`src/cdq_pkg.sv`:
```
// Shared types and constants for the circular deque.
// No dependencies; every other file refers to this package by scoped names.
package cdq_pkg;

	localparam int DEPTH_DEFAULT = 64;
	localparam int VAL_W         = 32;
	localparam int CNT_W         = 7;
	localparam int CFG_W         = 7;
	localparam int CFG_IW        = 1;

	localparam logic [CFG_IW-1:0] CFG_CAPACITY = 1'b0;
	localparam logic [CFG_IW-1:0] CFG_MODE     = 1'b1;

	localparam logic [CFG_W-1:0] CAPACITY_RESET = 7'd64;
	localparam logic             MODE_IN_RESTR  = 1'b0;
	localparam logic             MODE_OUT_RESTR = 1'b1;

	typedef enum logic [1:0] {
		OP_INS_REAR  = 2'd0,
		OP_INS_FRONT = 2'd1,
		OP_DEL_FRONT = 2'd2,
		OP_DEL_REAR  = 2'd3
	} op_t;

	typedef enum logic [1:0] {
		STAT_OK    = 2'd0,
		STAT_FULL  = 2'd1,
		STAT_EMPTY = 2'd2,
		STAT_MODE  = 2'd3
	} stat_t;

	typedef enum logic [1:0] {
		S_IDLE,
		S_SEEK,
		S_DONE
	} state_t;

	typedef struct packed {
		op_t                     operation;
		logic signed [VAL_W-1:0] value;
	} in_word_t;

	typedef struct packed {
		logic signed [VAL_W-1:0] removed_value;
		stat_t                   status;
		logic [CNT_W-1:0]        entry_count;
	} out_word_t;

	// write request into the ring, applied at the cell that closes the loop
	typedef struct packed {
		logic             wr;
		logic [VAL_W-1:0] data;
	} ring_ctl_t;

endpackage

```
`src/cdq_cell.sv`:
```
// One storage cell of the rotating ring: takes its neighbour's word each cycle
// or a new word when loaded. Depends on cdq_pkg.
module cdq_cell (
	input  logic                    clk,
	input  logic [cdq_pkg::VAL_W-1:0] shift_in,
	input  cdq_pkg::ring_ctl_t      ctl,
	output logic [cdq_pkg::VAL_W-1:0] q
);

	logic [cdq_pkg::VAL_W-1:0] data_q;

	always_ff @(posedge clk) begin
		if (ctl.wr) begin
			data_q <= ctl.data;
		end else begin
			data_q <= shift_in;
		end
	end

	assign q = data_q;

endmodule

```
`src/cdq_ring.sv`:
```
// Ring of DEPTH cells rotating by one each cycle, with the index of the entry
// now at the head cell. Depends on cdq_pkg and cdq_cell.
module cdq_ring #(
	parameter int DEPTH = cdq_pkg::DEPTH_DEFAULT
) (
	input  logic                         clk,
	input  logic                         arst_n,
	input  cdq_pkg::ring_ctl_t           ctl,
	output logic [$clog2(DEPTH)-1:0]     head_idx,
	output logic [cdq_pkg::VAL_W-1:0]    head_data
);

	localparam int IW = $clog2(DEPTH);

	logic [cdq_pkg::VAL_W-1:0] cell_q [DEPTH];
	cdq_pkg::ring_ctl_t        cell_ctl [DEPTH];
	logic [IW-1:0]             rot_q;

	for (genvar i = 0; i < DEPTH; i++) begin : g_cell
		if (i == DEPTH - 1) begin : g_tail
			assign cell_ctl[i] = ctl;
		end else begin : g_body
			assign cell_ctl[i] = '0;
		end

		cdq_cell u_cell (
			.clk      (clk),
			.shift_in (cell_q[(i + 1) % DEPTH]),
			.ctl      (cell_ctl[i]),
			.q        (cell_q[i])
		);
	end

	// entry at the head moves to the tail cell; a write replaces it there
	always_ff @(posedge clk or negedge arst_n) begin
		if (!arst_n) begin
			rot_q <= '0;
		end else if (rot_q == IW'(DEPTH - 1)) begin
			rot_q <= '0;
		end else begin
			rot_q <= rot_q + IW'(1);
		end
	end

	assign head_idx  = rot_q;
	assign head_data = cell_q[0];

endmodule

```
`src/cdq_ctrl.sv`:
```
// Operation decode, front/rear pointers, count and result register.
// Depends on cdq_pkg; drives the write request of cdq_ring.
module cdq_ctrl #(
	parameter int DEPTH = cdq_pkg::DEPTH_DEFAULT
) (
	input  logic                       clk,
	input  logic                       arst_n,
	input  logic                       in_valid,
	output logic                       in_stall,
	input  cdq_pkg::in_word_t          in_word,
	output logic                       out_valid,
	input  logic                       out_stall,
	output cdq_pkg::out_word_t         out_word,
	input  logic [cdq_pkg::CFG_W-1:0]  capacity,
	input  logic                       mode,
	input  logic [$clog2(DEPTH)-1:0]   head_idx,
	input  logic [cdq_pkg::VAL_W-1:0]  head_data,
	output cdq_pkg::ring_ctl_t         ring_ctl
);

	localparam int IW   = $clog2(DEPTH);
	localparam int EW   = $clog2(DEPTH + 1);
	localparam int CMPW = (EW > cdq_pkg::CFG_W) ? EW : cdq_pkg::CFG_W;
	localparam int CW   = cdq_pkg::CNT_W;

	cdq_pkg::state_t state_q, state_d;

	logic [IW-1:0] front_q, rear_q, front_d, rear_d, addr_d, addr_q;
	logic [CW-1:0] count_q, count_d;
	logic          access_d, write_d, wr_q;
	cdq_pkg::stat_t status_d, status_q;
	logic [cdq_pkg::VAL_W-1:0] wdata_q, rdata_q;
	logic          out_valid_q;
	cdq_pkg::out_word_t out_q;

	logic accept, hit, rd_hit, load_out;

	logic [CMPW-1:0] cap_x, eff, front_x, rear_x, cnt_x;
	logic [CMPW-1:0] f_up, f_dn, r_up, r_dn;

	// capacity of 0 acts as 1, above DEPTH as DEPTH
	always_comb begin
		cap_x = CMPW'(capacity);
		if (cap_x == '0) begin
			eff = CMPW'(1);
		end else if (cap_x > CMPW'(DEPTH)) begin
			eff = CMPW'(DEPTH);
		end else begin
			eff = cap_x;
		end
		front_x = CMPW'(front_q);
		rear_x  = CMPW'(rear_q);
		cnt_x   = CMPW'(count_q);
		f_up = (front_x + CMPW'(1) >= eff) ? '0 : front_x + CMPW'(1);
		r_up = (rear_x + CMPW'(1) >= eff) ? '0 : rear_x + CMPW'(1);
		f_dn = (front_x == '0 || front_x >= eff) ? eff - CMPW'(1) : front_x - CMPW'(1);
		r_dn = (rear_x == '0 || rear_x >= eff) ? eff - CMPW'(1) : rear_x - CMPW'(1);
	end

	always_comb begin
		front_d  = front_q;
		rear_d   = rear_q;
		count_d  = count_q;
		addr_d   = '0;
		access_d = 1'b0;
		write_d  = 1'b0;
		status_d = cdq_pkg::STAT_OK;
		if ((in_word.operation == cdq_pkg::OP_INS_FRONT && mode == cdq_pkg::MODE_IN_RESTR) ||
			(in_word.operation == cdq_pkg::OP_DEL_REAR && mode == cdq_pkg::MODE_OUT_RESTR)) begin
			status_d = cdq_pkg::STAT_MODE;
		end else if (in_word.operation == cdq_pkg::OP_INS_REAR ||
			in_word.operation == cdq_pkg::OP_INS_FRONT) begin
			if (cnt_x >= eff) begin
				status_d = cdq_pkg::STAT_FULL;
			end else begin
				access_d = 1'b1;
				write_d  = 1'b1;
				count_d  = count_q + CW'(1);
				if (in_word.operation == cdq_pkg::OP_INS_REAR) begin
					addr_d = rear_q;
					rear_d = IW'(r_up);
				end else begin
					addr_d  = IW'(f_dn);
					front_d = IW'(f_dn);
				end
			end
		end else begin
			if (count_q == '0) begin
				status_d = cdq_pkg::STAT_EMPTY;
			end else begin
				access_d = 1'b1;
				count_d  = count_q - CW'(1);
				if (in_word.operation == cdq_pkg::OP_DEL_FRONT) begin
					addr_d  = front_q;
					front_d = IW'(f_up);
				end else begin
					addr_d = IW'(r_dn);
					rear_d = IW'(r_dn);
				end
				if (count_q == CW'(1)) begin
					front_d = '0;
					rear_d  = '0;
				end
			end
		end
	end

	always_comb begin
		state_d       = state_q;
		accept        = 1'b0;
		load_out      = 1'b0;
		hit           = (head_idx == addr_q);
		rd_hit        = 1'b0;
		ring_ctl.wr   = 1'b0;
		ring_ctl.data = wdata_q;
		case (state_q)
			cdq_pkg::S_IDLE: begin
				if (in_valid) begin
					accept  = 1'b1;
					state_d = access_d ? cdq_pkg::S_SEEK : cdq_pkg::S_DONE;
				end
			end
			cdq_pkg::S_SEEK: begin
				if (hit) begin
					ring_ctl.wr = wr_q;
					rd_hit      = !wr_q;
					state_d     = cdq_pkg::S_DONE;
				end
			end
			cdq_pkg::S_DONE: begin
				if (!out_valid_q || !out_stall) begin
					load_out = 1'b1;
					state_d  = cdq_pkg::S_IDLE;
				end
			end
			default: begin
				state_d = cdq_pkg::S_IDLE;
			end
		endcase
	end

	always_ff @(posedge clk or negedge arst_n) begin
		if (!arst_n) begin
			state_q     <= cdq_pkg::S_IDLE;
			front_q     <= '0;
			rear_q      <= '0;
			count_q     <= '0;
			out_valid_q <= 1'b0;
		end else begin
			state_q <= state_d;
			if (accept) begin
				front_q <= front_d;
				rear_q  <= rear_d;
				count_q <= count_d;
			end
			if (load_out) begin
				out_valid_q <= 1'b1;
			end else if (!out_stall) begin
				out_valid_q <= 1'b0;
			end
		end
	end

	always_ff @(posedge clk) begin
		if (accept) begin
			addr_q   <= addr_d;
			wr_q     <= write_d;
			wdata_q  <= in_word.value;
			status_q <= status_d;
			rdata_q  <= '0;
		end
		if (rd_hit) begin
			rdata_q <= head_data;
		end
		if (load_out) begin
			out_q.removed_value <= rdata_q;
			out_q.status        <= status_q;
			out_q.entry_count   <= count_q;
		end
	end

	assign in_stall  = (state_q != cdq_pkg::S_IDLE);
	assign out_valid = out_valid_q;
	assign out_word  = out_q;

endmodule

```
`src/circular_deque.sv`:
```
// Top level of the circular deque: configuration registers, controller and
// rotating cell ring. Depends on cdq_pkg, cdq_ctrl, cdq_ring, cdq_cell.
//
//   channel  | handshake             | payload
//   ---------+-----------------------+------------------------------
//   in       | in_valid / in_stall   | in_word  (operation, value)
//   out      | out_valid / out_stall | out_word (removed_value, status, entry_count)
//   config   | cfg_we                | cfg_index, cfg_data
//
// An item that touches the store waits in the seek state for its entry to
// rotate to the head cell; a rejected operation (full, empty, mode) goes
// straight to the done state. Reset empties the deque, sets capacity to 64
// and input-restricted mode; the store is not cleared. The input is stalled
// until an item is done. A stalled result is held in the output register;
// the next word is still taken and processed, then waits in the done state,
// with the input stalled, until the held result is taken.
module circular_deque #(
	parameter int DEPTH = cdq_pkg::DEPTH_DEFAULT
) (
	input  logic                        clk,
	input  logic                        arst_n,
	input  logic                        in_valid,
	output logic                        in_stall,
	input  cdq_pkg::in_word_t           in_word,
	output logic                        out_valid,
	input  logic                        out_stall,
	output cdq_pkg::out_word_t          out_word,
	input  logic                        cfg_we,
	input  logic [cdq_pkg::CFG_IW-1:0]  cfg_index,
	input  logic [cdq_pkg::CFG_W-1:0]   cfg_data
);

	logic [cdq_pkg::CFG_W-1:0]  capacity_q;
	logic                       mode_q;
	logic [$clog2(DEPTH)-1:0]   head_idx;
	logic [cdq_pkg::VAL_W-1:0]  head_data;
	cdq_pkg::ring_ctl_t         ring_ctl;

	always_ff @(posedge clk or negedge arst_n) begin
		if (!arst_n) begin
			capacity_q <= cdq_pkg::CAPACITY_RESET;
			mode_q     <= cdq_pkg::MODE_IN_RESTR;
		end else if (cfg_we) begin
			case (cfg_index)
				cdq_pkg::CFG_CAPACITY: capacity_q <= cfg_data;
				cdq_pkg::CFG_MODE:     mode_q     <= cfg_data[0];
				default: ;
			endcase
		end
	end

	cdq_ctrl #(
		.DEPTH (DEPTH)
	) u_ctrl (
		.clk       (clk),
		.arst_n    (arst_n),
		.in_valid  (in_valid),
		.in_stall  (in_stall),
		.in_word   (in_word),
		.out_valid (out_valid),
		.out_stall (out_stall),
		.out_word  (out_word),
		.capacity  (capacity_q),
		.mode      (mode_q),
		.head_idx  (head_idx),
		.head_data (head_data),
		.ring_ctl  (ring_ctl)
	);

	cdq_ring #(
		.DEPTH (DEPTH)
	) u_ring (
		.clk       (clk),
		.arst_n    (arst_n),
		.ctl       (ring_ctl),
		.head_idx  (head_idx),
		.head_data (head_data)
	);

endmodule
```
`config.mk`:
```
export PLATFORM = sky130hd
export DESIGN_NAME = circular_deque
export DESIGN_NICKNAME = d
export VERILOG_FILES = /design/src/cdq_pkg.sv /design/src/cdq_cell.sv /design/src/cdq_ring.sv /design/src/cdq_ctrl.sv /design/src/circular_deque.sv
export SDC_FILE = /design/constraint.sdc
export NUM_CORES = 1
export LEC_CHECK = 0
export ABC_AREA = 1
export ABC_CLOCK_PERIOD_IN_PS = 8800
export BUFFER_PORTS_ARGS = -buffer_cell sky130_fd_sc_hd__buf_2
export CELL_PAD_IN_SITES_DETAIL_PLACEMENT = 0
export CELL_PAD_IN_SITES_GLOBAL_PLACEMENT = 1
export CORE_MARGIN = 2
export CORE_UTILIZATION = 52
export CTS_CLUSTER_DIAMETER = 200
export CTS_CLUSTER_SIZE = 30
export DETAILED_ROUTE_END_ITERATION = 8
export GPL_TIMING_DRIVEN = 1
export PLACE_DENSITY_LB_ADDON = 0.1
export SYNTH_ARGS = -nofsm -noshare
export SYNTH_HDL_FRONTEND = slang
export SYNTH_HIERARCHICAL = 1
export SYNTH_SLANG_ARGS = --single-unit
```
`constraint.sdc`:
```
create_clock -name clk -period 8.8 [get_ports clk]
set_input_delay 1.76 -clock clk [delete_from_list [all_inputs] [get_ports clk]]
set_output_delay 1.76 -clock clk [all_outputs]
set_load 0.05 [all_outputs]
```
==> results.sh <==
export IMPL_yosysWarnings=6
export IMPL_drt_pre_antenna_iters=6
export IMPL_rsz0062_at_grt="false"
export IMPL_synth_most_common_cell="nand2_1"
export IMPL_antenna_found_initial=3
export IMPL_area_growth_pct=8.55
export IMPL_r2r_slack_ns=5.42
export IMPL_fin_setup_tns_ns=0
export IMPL_outcome="finished clean"
export IMPL_initial_core_util=0.525
export IMPL_cts_hold_buf=0
export IMPL_syn_inst=9461
export IMPL_grt_overflow=0
export IMPL_n_antenna_cell=0
export IMPL_cts_tree="yes"
export IMPL_die_x_um=396
export IMPL_maxCapViolations=0
export IMPL_die_h_um=396
export IMPL_grt_pass1_vias=50800
export IMPL_clk_pin_slew_ns=0.11
export IMPL_pre_cts_ws_ns=4.81
export IMPL_ant_nets=0
export IMPL_drive_above_1_share=0.0819
export IMPL_arrival_ns=1.77
export IMPL_worst_pin_slew_ns=1.13
export IMPL_grt_pass1_wl_um=261000
export IMPL_cts_path_max_buffers=3
export IMPL_syn_area_um2=80100
export IMPL_synth_distinct_cells=49
export IMPL_layout_min_cycle_time_ns=3.53
export IMPL_criticalPathCategory="flop to primary output"
export IMPL_htree_levels=3
export IMPL_gp_congestion=0.832
export IMPL_cts_resized=0
export IMPL_skew_ns=0.0312
export IMPL_endpoint_kind="primary output"
export IMPL_synth_edf_count=114
export IMPL_dp_cells=13200
export IMPL_drcViolationCount=0
export IMPL_first_iter_violations=2852
export IMPL_numCtsBuffers=83
export IMPL_placed_cell_area_um2=84700
export IMPL_root_buffer="clkbuf_16"
export IMPL_drt_total_wl_um=158000
export IMPL_leakagePower_nw=42.9
export IMPL_period_share=0.401
export IMPL_hpwl_um=110000
export IMPL_vias=53100
export IMPL_max_slew_margin=0.247
export IMPL_syn_area_per_cell_um2=8.46
export IMPL_postCtsSetupRepairBufs=0
export IMPL_grt_usage=0.204
export IMPL_hp_class="flop to flop"
export IMPL_async_flop_share=0.0164
export IMPL_ys_flop_type="dfxtp_1"
export IMPL_hold_viol_final=0
export IMPL_yosysTopAreaCell="dfxtp_1"
export IMPL_instances_no_fill=13300
export IMPL_wl_per_cell_um=11.9
export IMPL_routed_via_density=3.99
export IMPL_synth_seq_cells=2198
export IMPL_required_ns=7.04
export IMPL_post_synth_top_area_fraction=0.512
export IMPL_power_total_mw=19.0
export IMPL_whs_ns=0.410
export IMPL_clkSinkCount=2198
export IMPL_dieArea_um2=157000
export IMPL_row_count=143
export IMPL_maxSlewViolCount=0
export IMPL_synth_area_leaders="dfxtp_1 (51%), nand2_1 (27%), nand2_2 (5.0%), edfxtp_1 (4.3%), clkbuf_8 (3.3%)"
export IMPL_setup_ws_ns=5.27
export IMPL_coreArea_um2=152000
export IMPL_start_kind="flop"
export IMPL_cp_max_fo=4
export IMPL_clk_latency_ns=0.73
export IMPL_pin_count=90
export IMPL_ir_drop_mv=0.170
export IMPL_final_setup_viol_count=0
export IMPL_synth_seq_area_share=0.566
export IMPL_utilization=0.570
export IMPL_nets=11300
export IMPL_port_buffers=89
export IMPL_fmax_mhz=283
export IMPL_final_area_um2=86900
export IMPL_grt_max_degree=42
export IMPL_filler_cell_count=14200
export IMPL_synthTopCellsByCount="nand2_1 (5686), dfxtp_1 (2048), nand2_2 (641), buf_6 (194), clkbuf_8 (193)"
export IMPL_power_density_nw_per_um2=219
final timing paths:
| kind | startpoint | endpoint | depth (start not counted) |
|---|---|---|---|
| max | u_ctrl/state_q[1] | in_stall | 3 |
| min | u_ring/g_cell[52].u_cell/q[22] | u_ring/g_cell[51].u_cell/q[22] | 2 |
| max reg2reg | capacity_q[4] | u_ctrl/addr_q[3] | 12 |
| min reg2reg | u_ring/g_cell[52].u_cell/q[22] | u_ring/g_cell[51].u_cell/q[22] | 2 |
| max in group asynchronous | arst_n | mode_q | 1 |
| min in group asynchronous | arst_n | u_ctrl/cnt_x[0] | 1 |
power by group:
part | total [mW] | leakage [nW] | internal, mW | switching, mW
registers | 11.6 | 18.8 | 11.1 | 0.493
clock network | 4.69 | 1.07 | 1.75 | 2.94
logic | 2.69 | 23.1 | 0.841 | 1.85
total | 19.0 | 42.9 | 13.7 | 5.28
registers in the layout, summed over array words and instances, names as in the netlist, 7 cells and up:
signal / flops
u_ctrl/cnt_x: 7
u_ctrl/wdata_q: 32
capacity_q: 7
u_ctrl/out_word: 41
u_ring/g_cell.u_cell/q: 2048
u_ctrl/rdata_q: 32
layout by cell type, fill, tap and decap left out, drive strengths merged:
master  count
nand2    6332
conb     2079
dfxtp    2048
inv       173
edfxtp    114
clkbuf     99
buf        93
nor2       68
nand3      48
ha         40
o21ai      38
dfrtp      35
xor2       25
nand4      15
a21oi      15
xnor2       9
nor3        9
a211oi      6
o21bai      4
o211ai      3
o22ai       3
clkinv      3
a21boi      3
or2         2
nand3b      2
nand2b      2
dfstp       1
a22oi       1
and3        1
and2        1
cell type report:
| type | count | area, um^2 | area share |
|---|---|---|---|
| Timing Repair Buffer | 93 | 475 | 0.00547 |
| Inverter | 172 | 1130 | 0.0130 |
| Multi-Input combinational cell | 8706 | 35200 | 0.406 |
| Tap cell | 2030 | 2540 | 0.0292 |
| Clock inverter | 4 | 56.3 | 0.000648 |
| Clock buffer | 99 | 2140 | 0.0246 |
| Sequential cell | 2198 | 45300 | 0.522 |
metal layers:
metal,track usage,wire [um]
met1,0.257,72000
met2,0.371,78800
met3,0.0218,3760
met4,0.0499,3880
met5,0,13
cells by family after synthesis:
family,count (synthesis),synth area share
simple gates,6480,0.327
flops,2198,0.566
buf+inv,635,0.0912
compound gates,73,0.00563
fa+ha+maj,40,0.00625
xor+xnor,34,0.00372
other cells,1,0.0000468
critical path: stages, from the launching register on:
cell	delay [ns]
dfrtp_1	0.42
nor2_1	0.34
inv_1	0.08
buf_2	0.22
(Power assumes the default switching activity.)
